===== src/hdl/nhfr_pkg.sv =====
// Shared types and constants for the NRZI HDLC frame receiver.
// No dependencies; imported by every module of the block.
package nhfr_pkg;

	// Receive phases
	typedef enum logic [2:0] {
		PH_INIT     = 3'd0,
		PH_PREAMBLE = 3'd1,
		PH_START    = 3'd2,
		PH_PRELOAD  = 3'd3,
		PH_DATA     = 3'd4
	} phase_t;

	// Configuration register indexes
	localparam int unsigned CFG_IDX_W = 2;
	localparam logic [CFG_IDX_W-1:0] CFG_INIT_DELAY    = 2'd0;
	localparam logic [CFG_IDX_W-1:0] CFG_START_TIMEOUT = 2'd1;
	localparam int unsigned CFG_DATA_W = 16;

	// Reset values of the registers
	localparam logic [15:0] INIT_DELAY_RST    = 16'd256;
	localparam logic [7:0]  START_TIMEOUT_RST = 8'd24;

	// Pattern and CRC constants
	localparam logic [15:0] PREAMBLE_PAT = 16'h5555;
	localparam logic [7:0]  FLAG_PAT     = 8'h7E;
	localparam logic [5:0]  STUFF_PAT    = 6'b111110;
	localparam logic [15:0] CRC_POLY     = 16'h8408;
	localparam logic [15:0] CRC_INIT     = 16'hFFFF;
	localparam logic [15:0] CRC_RESIDUE  = 16'hF0B8;
	localparam logic [15:0] PRELOAD_BITS = 16'd8;

	// Default depth of the decoded-bit queue
	localparam int unsigned QUEUE_DEPTH_DEF = 4;

	// One result item
	typedef struct packed {
		logic       byte_valid;
		logic [7:0] data_byte;
		logic       packet_begin;
		logic       packet_end;
		logic       crc_good;
		logic       pll_acquire;
		logic       dc_acquire;
		logic       receiving;
	} res_t;

endpackage


===== src/hdl/nhfr_front.sv =====
// Front end: takes line samples and NRZI-decodes them into a bit stream.
// Depends on nhfr_pkg; feeds nhfr_queue.
module nhfr_front (
	input  logic clk,
	input  logic arst_n,
	input  logic line_valid,
	output logic line_ready,
	input  logic line_level,
	output logic push,
	output logic push_bit,
	input  logic queue_full
);
	import nhfr_pkg::*;

	logic prev_level_q;

	assign line_ready = !queue_full;
	assign push       = line_valid && !queue_full;
	// same level as the previous sample decodes as 1, a change as 0
	assign push_bit   = (line_level == prev_level_q);

	always_ff @(posedge clk or negedge arst_n) begin
		if (!arst_n) begin
			prev_level_q <= 1'b0;
		end else if (push) begin
			prev_level_q <= line_level;
		end
	end

endmodule


===== src/hdl/nhfr_queue.sv =====
// Short FIFO of decoded bits between front and back ends.
// Depends on nhfr_pkg for nothing but house style; depth is a parameter.
module nhfr_queue #(
	parameter int unsigned DEPTH = 4
) (
	input  logic clk,
	input  logic arst_n,
	input  logic push,
	input  logic push_bit,
	output logic full,
	input  logic pop,
	output logic pop_valid,
	output logic pop_bit
);
	import nhfr_pkg::*;

	localparam int unsigned PTR_W = (DEPTH > 1) ? $clog2(DEPTH) : 1;
	localparam int unsigned CNT_W = $clog2(DEPTH + 1);
	localparam logic [CNT_W-1:0] DEPTH_C = CNT_W'(DEPTH);
	localparam logic [PTR_W-1:0] LAST_C  = PTR_W'(DEPTH - 1);

	logic [DEPTH-1:0] mem_q;
	logic [PTR_W-1:0] wr_ptr_q;
	logic [PTR_W-1:0] rd_ptr_q;
	logic [CNT_W-1:0] count_q;
	logic             do_push;
	logic             do_pop;

	assign full      = (count_q == DEPTH_C);
	assign pop_valid = (count_q != '0);
	assign pop_bit   = mem_q[rd_ptr_q];
	assign do_push   = push && !full;
	assign do_pop    = pop && pop_valid;

	// storage
	always_ff @(posedge clk) begin
		if (do_push) begin
			mem_q[wr_ptr_q] <= push_bit;
		end
	end

	// pointers and fill count
	always_ff @(posedge clk or negedge arst_n) begin
		if (!arst_n) begin
			wr_ptr_q <= '0;
			rd_ptr_q <= '0;
			count_q  <= '0;
		end else begin
			if (do_push) begin
				wr_ptr_q <= (wr_ptr_q == LAST_C) ? '0 : wr_ptr_q + 1'b1;
			end
			if (do_pop) begin
				rd_ptr_q <= (rd_ptr_q == LAST_C) ? '0 : rd_ptr_q + 1'b1;
			end
			case ({do_push, do_pop})
				2'b10:   count_q <= count_q + 1'b1;
				2'b01:   count_q <= count_q - 1'b1;
				default: count_q <= count_q;
			endcase
		end
	end

	// a push is only ever offered when there is room
	assert property (@(posedge clk) disable iff (!arst_n) push |-> !full)
		else $error("push into full queue");
	// fill count follows the handshakes
	assert property (@(posedge clk) disable iff (!arst_n)
		(do_push && !do_pop) |=> (count_q == $past(count_q) + 1'b1))
		else $error("queue count did not grow on push");
	assert property (@(posedge clk) disable iff (!arst_n) count_q <= DEPTH_C)
		else $error("queue count above depth");

endmodule


===== src/hdl/nhfr_back.sv =====
// Back end: phase sequencer, destuffing, byte assembly, CRC-16 and the result register.
// Depends on nhfr_pkg; consumes decoded bits from nhfr_queue.
module nhfr_back (
	input  logic                             clk,
	input  logic                             arst_n,
	input  logic                             bit_valid,
	input  logic                             bit_in,
	output logic                             bit_pop,
	input  logic                             cfg_valid,
	input  logic [nhfr_pkg::CFG_IDX_W-1:0]   cfg_index,
	input  logic [nhfr_pkg::CFG_DATA_W-1:0]  cfg_data,
	output logic                             res_valid,
	input  logic                             res_ready,
	output nhfr_pkg::res_t                   res
);
	import nhfr_pkg::*;

	phase_t      phase_q, phase_d;
	logic [7:0]  timeout_q;
	logic [15:0] cnt_q, cnt_d;
	logic [15:0] shift_q, shift_d;
	logic [7:0]  byte_q, byte_d;
	logic [15:0] crc_q, crc_d;
	logic        pll_q, pll_d;
	logic        dc_q, dc_d;
	logic        led_q, led_d;
	logic        res_valid_q;
	res_t        res_q, res_d;

	logic        step;
	logic [15:0] sh;
	logic [15:0] cnt_inc;
	logic [15:0] cnt_dec;
	logic        is_flag;
	logic        is_stuff;
	logic [7:0]  byte_nx;
	logic [15:0] crc_nx;

	// result register takes a new item when empty or being drained; a
	// register write holds the bit in the queue
	assign step      = bit_valid && !cfg_valid && (!res_valid_q || res_ready);
	assign bit_pop   = step;
	assign res_valid = res_valid_q;
	assign res       = res_q;

	// shared decode of the incoming bit
	assign sh       = {shift_q[14:0], bit_in};
	assign cnt_inc  = cnt_q + 16'd1;
	assign cnt_dec  = cnt_q - 16'd1;
	assign is_flag  = (sh[7:0] == FLAG_PAT);
	assign is_stuff = (sh[13:8] == STUFF_PAT);
	assign byte_nx  = {sh[8], byte_q[7:1]};
	assign crc_nx   = (crc_q[0] ^ sh[8]) ? ((crc_q >> 1) ^ CRC_POLY) : (crc_q >> 1);

	// next phase
	always_comb begin
		phase_d = phase_q;
		case (phase_q)
			PH_INIT:     if (cnt_dec == '0) phase_d = PH_PREAMBLE;
			PH_PREAMBLE: if (sh == PREAMBLE_PAT) phase_d = PH_START;
			PH_START: begin
				if (is_flag) begin
					phase_d = PH_PRELOAD;
				end else if (cnt_inc >= {8'd0, timeout_q}) begin
					phase_d = PH_PREAMBLE;
				end
			end
			PH_PRELOAD:  if (cnt_inc == PRELOAD_BITS) phase_d = PH_DATA;
			PH_DATA:     if (is_flag) phase_d = PH_PREAMBLE;
			default:     phase_d = phase_q;
		endcase
	end

	// datapath and result for this bit
	always_comb begin
		cnt_d   = cnt_q;
		shift_d = sh;
		byte_d  = byte_q;
		crc_d   = crc_q;
		pll_d   = pll_q;
		dc_d    = dc_q;
		led_d   = led_q;
		res_d   = '0;
		case (phase_q)
			PH_INIT: begin
				cnt_d = cnt_dec;
				if (cnt_dec == '0) begin
					dc_d    = 1'b1;
					pll_d   = 1'b1;
					shift_d = '0;
				end
			end
			PH_PREAMBLE: begin
				if (sh == PREAMBLE_PAT) begin
					cnt_d = '0;
					pll_d = 1'b0;
				end
			end
			PH_START: begin
				if (is_flag) begin
					cnt_d = '0;
					led_d = 1'b1;
				end else begin
					cnt_d = cnt_inc;
					if (cnt_inc >= {8'd0, timeout_q}) begin
						pll_d = 1'b1;
					end
				end
			end
			PH_PRELOAD: begin
				cnt_d = cnt_inc;
				if (cnt_inc == PRELOAD_BITS) begin
					cnt_d              = '0;
					crc_d              = CRC_INIT;
					res_d.packet_begin = 1'b1;
				end
			end
			PH_DATA: begin
				// stuffed zero after five ones is dropped
				if (!is_stuff) begin
					cnt_d  = cnt_inc;
					byte_d = byte_nx;
					crc_d  = crc_nx;
					if (cnt_inc[2:0] == 3'd0) begin
						res_d.byte_valid = 1'b1;
						res_d.data_byte  = byte_nx;
					end
				end
				if (is_flag) begin
					pll_d            = 1'b1;
					led_d            = 1'b0;
					res_d.packet_end = 1'b1;
					res_d.crc_good   = (crc_d == CRC_RESIDUE);
				end
			end
			default: ;
		endcase
		res_d.pll_acquire = pll_d;
		res_d.dc_acquire  = dc_d;
		res_d.receiving   = led_d;
	end

	// state and configuration registers; a new delay only matters while waiting
	always_ff @(posedge clk or negedge arst_n) begin
		if (!arst_n) begin
			phase_q      <= PH_INIT;
			timeout_q    <= START_TIMEOUT_RST;
			cnt_q        <= INIT_DELAY_RST;
			shift_q      <= '0;
			byte_q       <= '0;
			crc_q        <= CRC_INIT;
			pll_q        <= 1'b0;
			dc_q         <= 1'b0;
			led_q        <= 1'b0;
		end else if (cfg_valid) begin
			case (cfg_index)
				CFG_INIT_DELAY: begin
					if (phase_q == PH_INIT) begin
						cnt_q <= cfg_data;
					end
				end
				CFG_START_TIMEOUT: timeout_q <= cfg_data[7:0];
				default: ;
			endcase
		end else if (step) begin
			phase_q <= phase_d;
			cnt_q   <= cnt_d;
			shift_q <= shift_d;
			byte_q  <= byte_d;
			crc_q   <= crc_d;
			pll_q   <= pll_d;
			dc_q    <= dc_d;
			led_q   <= led_d;
		end
	end

	// result register
	always_ff @(posedge clk or negedge arst_n) begin
		if (!arst_n) begin
			res_valid_q <= 1'b0;
		end else if (step) begin
			res_valid_q <= 1'b1;
		end else if (res_ready) begin
			res_valid_q <= 1'b0;
		end
	end

	always_ff @(posedge clk) begin
		if (step) begin
			res_q <= res_d;
		end
	end

	// PLL acquisition and the receive LED are never up together
	assert property (@(posedge clk) disable iff (!arst_n) !(pll_q && led_q))
		else $error("pll and led both active");
	// LED is lit exactly from the start flag to the end flag
	assert property (@(posedge clk) disable iff (!arst_n)
		led_q == ((phase_q == PH_PRELOAD) || (phase_q == PH_DATA)))
		else $error("led out of step with phase");
	// DC acquisition is low only during the initial delay
	assert property (@(posedge clk) disable iff (!arst_n)
		dc_q == (phase_q != PH_INIT))
		else $error("dc line out of step with phase");
	// a good CRC is only ever reported with an end flag
	assert property (@(posedge clk) disable iff (!arst_n)
		(res_valid_q && res_q.crc_good) |-> res_q.packet_end)
		else $error("crc_good without packet_end");

endmodule


===== src/hdl/nrzi_hdlc_frame_receiver_unit.sv =====
// Top level of the NRZI HDLC frame receiver.
// Depends on nhfr_pkg, nhfr_front, nhfr_queue and nhfr_back.
//
// Takes one sampled line level per transaction on the slave stream and returns
// one status item per sample on the master stream. Throughput is one sample per
// clock unless a master-side stall or a configuration write holds the back end:
// the NRZI decoder pushes into a QUEUE_DEPTH-entry bit queue, and the back end
// drains it at one bit per cycle into a single output register, so a sample's
// bit is registered in the bit queue and its result in the output register
// before it is presented on the master stream. The bit queue and the output
// register absorb short stalls on the master side. Configuration writes are
// meant for idle periods; a write of init_delay during the initial delay
// reloads the delay counter. There is no clearing pass after reset.
module nrzi_hdlc_frame_receiver_unit #(
	parameter int unsigned QUEUE_DEPTH = nhfr_pkg::QUEUE_DEPTH_DEF
) (
	input  logic                             clk,
	input  logic                             arst_n,
	// slave stream: tdata[0] line_level, [7:1] zero
	input  logic                             s_tvalid,
	output logic                             s_tready,
	input  logic [7:0]                       s_tdata,
	// master stream
	output logic                             m_tvalid,
	input  logic                             m_tready,
	// tdata: [7:0] data_byte, [8] packet_begin, [9] crc_good, [10] pll_acquire,
	//        [11] dc_acquire, [12] receiving, [15:13] zero
	output logic [15:0]                      m_tdata,
	// tuser: [0] byte_valid
	output logic                             m_tuser,
	// tlast: packet_end
	output logic                             m_tlast,
	// configuration write channel
	input  logic                             cfg_valid,
	output logic                             cfg_ready,
	input  logic [nhfr_pkg::CFG_IDX_W-1:0]   cfg_index,
	input  logic [nhfr_pkg::CFG_DATA_W-1:0]  cfg_data
);
	import nhfr_pkg::*;

	logic push;
	logic push_bit;
	logic queue_full;
	logic pop;
	logic pop_valid;
	logic pop_bit;
	res_t res;

	assign cfg_ready = 1'b1;

	nhfr_front u_front (
		.clk        (clk),
		.arst_n     (arst_n),
		.line_valid (s_tvalid),
		.line_ready (s_tready),
		.line_level (s_tdata[0]),
		.push       (push),
		.push_bit   (push_bit),
		.queue_full (queue_full)
	);

	nhfr_queue #(
		.DEPTH (QUEUE_DEPTH)
	) u_queue (
		.clk       (clk),
		.arst_n    (arst_n),
		.push      (push),
		.push_bit  (push_bit),
		.full      (queue_full),
		.pop       (pop),
		.pop_valid (pop_valid),
		.pop_bit   (pop_bit)
	);

	nhfr_back u_back (
		.clk       (clk),
		.arst_n    (arst_n),
		.bit_valid (pop_valid),
		.bit_in    (pop_bit),
		.bit_pop   (pop),
		.cfg_valid (cfg_valid),
		.cfg_index (cfg_index),
		.cfg_data  (cfg_data),
		.res_valid (m_tvalid),
		.res_ready (m_tready),
		.res       (res)
	);

	// pack the result onto the master stream
	assign m_tdata = {3'b000, res.receiving, res.dc_acquire, res.pll_acquire,
		res.crc_good, res.packet_begin, res.data_byte};
	assign m_tuser = res.byte_valid;
	assign m_tlast = res.packet_end;

endmodule

===== config.mk =====
export PLATFORM = sky130hd
export DESIGN_NAME = nrzi_hdlc_frame_receiver_unit
export DESIGN_NICKNAME = d
export VERILOG_FILES = /design/src/hdl/nhfr_pkg.sv /design/src/hdl/nhfr_front.sv /design/src/hdl/nhfr_queue.sv /design/src/hdl/nhfr_back.sv /design/src/hdl/nrzi_hdlc_frame_receiver_unit.sv
export SDC_FILE = /design/constraint.sdc
export NUM_CORES = 1
export LEC_CHECK = 0
export BUFFER_PORTS_ARGS = -buffer_cell sky130_fd_sc_hd__buf_2
export CORE_AREA = 2 2 124 126
export DETAILED_ROUTE_END_ITERATION = 8
export DIE_AREA = 0 0 126 128
export PLACE_DENSITY = 0.69
export SLEW_MARGIN = 40
export SYNTH_ARGS = -nofsm -noshare
export SYNTH_HDL_FRONTEND = slang
export SYNTH_HIERARCHICAL = 1
export SYNTH_SLANG_ARGS = --single-unit

===== constraint.sdc =====
create_clock -name clk -period 7.5 [get_ports clk]
set_input_delay 1.5 -clock clk [delete_from_list [all_inputs] [get_ports clk]]
set_output_delay 1.5 -clock clk [all_outputs]
set_load 0.01 [all_outputs]

==> metrics.md <==
| Metric | Value |
|---|---|
| Max-slew headroom | `45.5%` |
| Number of synthesized register bits | `96` |
| Main combinational cell family by area after synthesis | `simple AND/OR/NAND/NOR gates` |
| Clock power frac | `around 24%` |
| Worst Hold Class | `reg -> reg` |
| MaxCap Viol Count | `0` |
| Largest area contributor in the netlist | `dfrtp_1` |
| Least-Margin Pin Slew | `0.816 ns` |
| Synth Area in Compound Gates | `between 10% and 20%` |
| Post-Synthesis Cells | `~600` |
| First drt pass iteration count | `6` |
| Comb pwr share | `32.8%` |
| Post-Syn Area | `5850 um^2` |
| Fraction of synthesis flops using an asynchronous set or reset pin | `between 80 and 90%` |
| Final WL | `about 14000 um` |
| Post-synth top flop | `dfrtp_1` |
| Max FO, Critical Path | `21` |
| Post-Synth Simple-Gate Area | `approximately a fifth` |
| Worst reg2reg path depth | `8` |
| Final design utilization | `a little over two fifths` |
| Fin cells | `~810` |
| I/O Pins | `52` |
| DRT iter0 DRCs | `~350` |
| Die height | `128 um` |
| Post-CTS Setup Bufs | `0` |
| Hold Crit Depth | `1` |
| Tmin final | `4.18 ns` |
| Netlist cell types | `75` |
| Largest cells by area after synthesis | `dfrtp_1 25%, edfxtp_1 9.8%, dfstp_2 8.5%` |
| # diodes | `0` |
| H-tree Lvls | `3` |
| Peak supply drop | `between 0.1 and 0.15 mV` |
| TNS Setup | `0 ns` |
| Post-synth EDFFs | `19` |
| Dpl hpwl | `a little over 9000 um` |
| Nets@finish | `approximately 670` |
| TritonCTS clock tree | `built` |
| GRT Total Usage | `17.8%` |
| Power Dens Cells | `between 300 and 400 nW/um^2` |
| Initial core utilization | `slightly below 40%` |
| Clock skew | `~0.0087 ns` |
| R2R setup slack | `3.95 ns` |
| Via count | `~4700` |
| # rows | `45` |
| Buffers on Ports | `40` |
| Crit path kind | `in -> reg` |
| Achievable Freq | `approximately 0.24 GHz` |
| Largest net degree at the start of global routing | `between 70 and 80` |
| Internal power | `roughly 1.2 mW` |
| Clock Root Buffer | `clkbuf_16` |
| Total design power | `2.00 mW` |
| Clk_lat worst skew | `between 0.3 and 0.4 ns` |
| Status | `complete, no violations` |
| Hold-fix buffers at CTS | `0` |
| DIE WIDTH | `126 um` |
| Lkg Pwr | `2.67 nW` |
| Critical path startpoint category | `input port` |
| Ys Warns | `6` |
| Clock transition at path regs | `about 0.070 ns` |
| Fillers | `between 1000 and 1500` |
| Clk sinks | `96` |
| Final hold violations | `0` |
| Sw frac | `about 38%` |
| Wire per inst | `around 17 um` |
| DRC | `0` |
| Placed cells | `~790` |
| First-pass GRT wire length | `between 20000 and 25000 um` |
| Longest Clk Path Bufs | `2` |
| Worst hold slack | `0.463 ns` |
| Final GP Congestion | `around 0.88` |
| Period utilization | `a little under three fifths` |
| RR Startpoint | `u_back/cnt_q[0]` |
| Initial antenna violation count | `0` |
| Core ar. | `about 15000 um^2` |
| Mux share of post-synthesis cell area | `roughly 5.5%` |
| Vias per cell | `5.76` |
| Crit path DAT | `between 4 and 5 ns` |
| RSZ-0062 raised after global routing | `no` |
| Endpoint class of the critical path | `register` |
| Reg power frac | `between 40% and 50%` |
| Vias in the first global route | `~4700` |
| Register area share after synthesis | `between 40% and 50%` |
| Min-delay src | `u_back/dc_q` |
| Synth Area in Adders | `4.19%` |
| Endpoints failing setup | `0` |
| Final Max Slew Viols | `0` |
| Required time of the worst setup path | `7.73 ns` |
| Share of the synthesized area in the top cell type | `roughly a quarter` |
| Worst R2R End | `u_back/crc_q[6]` |
| Synth-to-Final Area Change | `10.7%` |
| Clock buffer count from CTS | `9` |
| Layout cell share with drive strength beyond 1 | `about a fifth` |
| Mean post-synth cell area | `between 9 and 10 um^2` |
| Worst Hold End | `u_back/dc_q` |
| Sw Pwr | `roughly 0.77 mW` |
| DRT antenna net count | `0` |
| Grt ovf | `0` |
| Die area | `approximately 16000 um^2` |
| Post_cts resized | `0` |
| Post-synthesis xor/xnor area fraction | `approximately 4.6%` |
[area by class of cell]
| type | count | area, um^2 | area share, % |
|---|---|---|---|
| timing repair buffer | 46 | 251 | 3.88 |
| sequential | 96 | 2520 | 38.9 |
| inverter | 25 | 93.8 | 1.45 |
| tap | 188 | 235 | 3.63 |
| clock inverter | 7 | 88.8 | 1.37 |
| clock buffer | 9 | 225 | 3.48 |
| multi-input combinational | 437 | 3060 | 47.2 |
[kinds of logic (layout without fill, tap and decap cells)]
family,after synthesis,in the layout
AOI/OAI and AO/OA,159,159
xor gates and xnor gates,30,30
adders and majority gates,19,19
buffers and inverters,68,87
DFF,96,96
muxes,27,27
other,2,4
and+or+nand+nor,198,198
[synthesized netlist by cell type, drive strengths merged, types with 8 or more instances]
cell type and count:
and3 8, edfxtp 19, nand3 10, xor2 13, mux2 24, nand2 53
buf 14, a31oi 10, nand2b 11, xnor2 17, a21o 9, nor2 29
ha 18, clkbuf 29, inv 25, nor3 10, o22a 16, dfstp 19
and2 16, a21oi 31, nand3b 9, o21ai 46, dfrtp 58
[worst max-delay path: stages]
cell and delay [ns]:
buf_2 0.25, nand2b_1 0.23, nand2b_2 0.39, a2111oi_2 0.38, buf_4 0.24, nand2b_1 0.48
buf_4 0.32, mux2_2 0.36, a32oi_1 0.16, o22ai_1 0.10
[power groups by stage]
stage                     combinational [mW]  clock, mW  sequential, mW
after CTS                              0.658      0.499           0.854
after global routing                   0.745      0.520           0.884
after detailed placement               0.654          0           0.861
after global placement                 0.618          0           0.852
after floorplan                        0.582          0           0.756
final                                  0.656      0.486           0.860
[per-layer routing]
layer	routed length (um)	up-vias	GRT usage, %	share of wire [%]
li1	-	2202	-	-
met1	6160	2276	22.6	45
met2	6740	144	29.8	49
met3	593	30	3.01	4.3
met4	342	0	8.27	2.5
met5	0	-	0	0
[stage by stage]
| step | setup WS (ns) | instance area [um^2] |
|---|---|---|
| floorplan | 3.68 | 5860 |
| global placement | 2.85 | 6130 |
| detailed placement | 2.71 | 6150 |
| CTS | 3.08 | 6460 |
| global route | 3.11 | 6470 |
| finish | 3.32 | 6470 |
[registers in the layout (all words and copies together), names as in the netlist, 3 cells and up]
signal,flops
u_back/cnt_q,16
u_back/crc_q,16
u_back/res,15
u_back/shift_q,15
u_back/timeout_q,8
u_back/byte_q,7
u_queue/mem_q,4
u_back/phase_q,3
u_queue/count_q,3
[layout by cell type (no fill, tap or decap), types with 6 or more instances in the layout]
cell       count
a21o_1         9
a31oi_1       10
nor2_1        28
clkbuf_16      9
nand3_1       10
inv_1         25
xor2_1        13
xnor2_1       16
o22ai_1        7
and3_1         8
dfstp_2       19
mux2_2        20
ha_1          18
nand4_1        6
nand2b_1      10
buf_4          6
and2_1        16
nand2_1       52
dfrtp_1       58
buf_2         39
o22a_1        16
o21ai_0       43
edfxtp_1      19
nand3b_1       9
a21oi_1       30
nor3_1        10
[worst max path at each step]
stage	startpoint	to	slack, ns	depth (start not counted)
final	cfg_valid	u_back/cnt_q[10]	3.32	10
after global routing	cfg_valid	u_back/cnt_q[10]	3.11	10
after CTS	cfg_valid	u_back/cnt_q[10]	3.08	10
after detailed placement	cfg_valid	u_back/cnt_q[10]	2.71	10
after global placement	cfg_valid	u_back/cnt_q[10]	2.85	10
after floorplan	cfg_valid	u_queue/count_q[2]	3.68	12
Note: power is estimated with default switching activity, not from simulation.
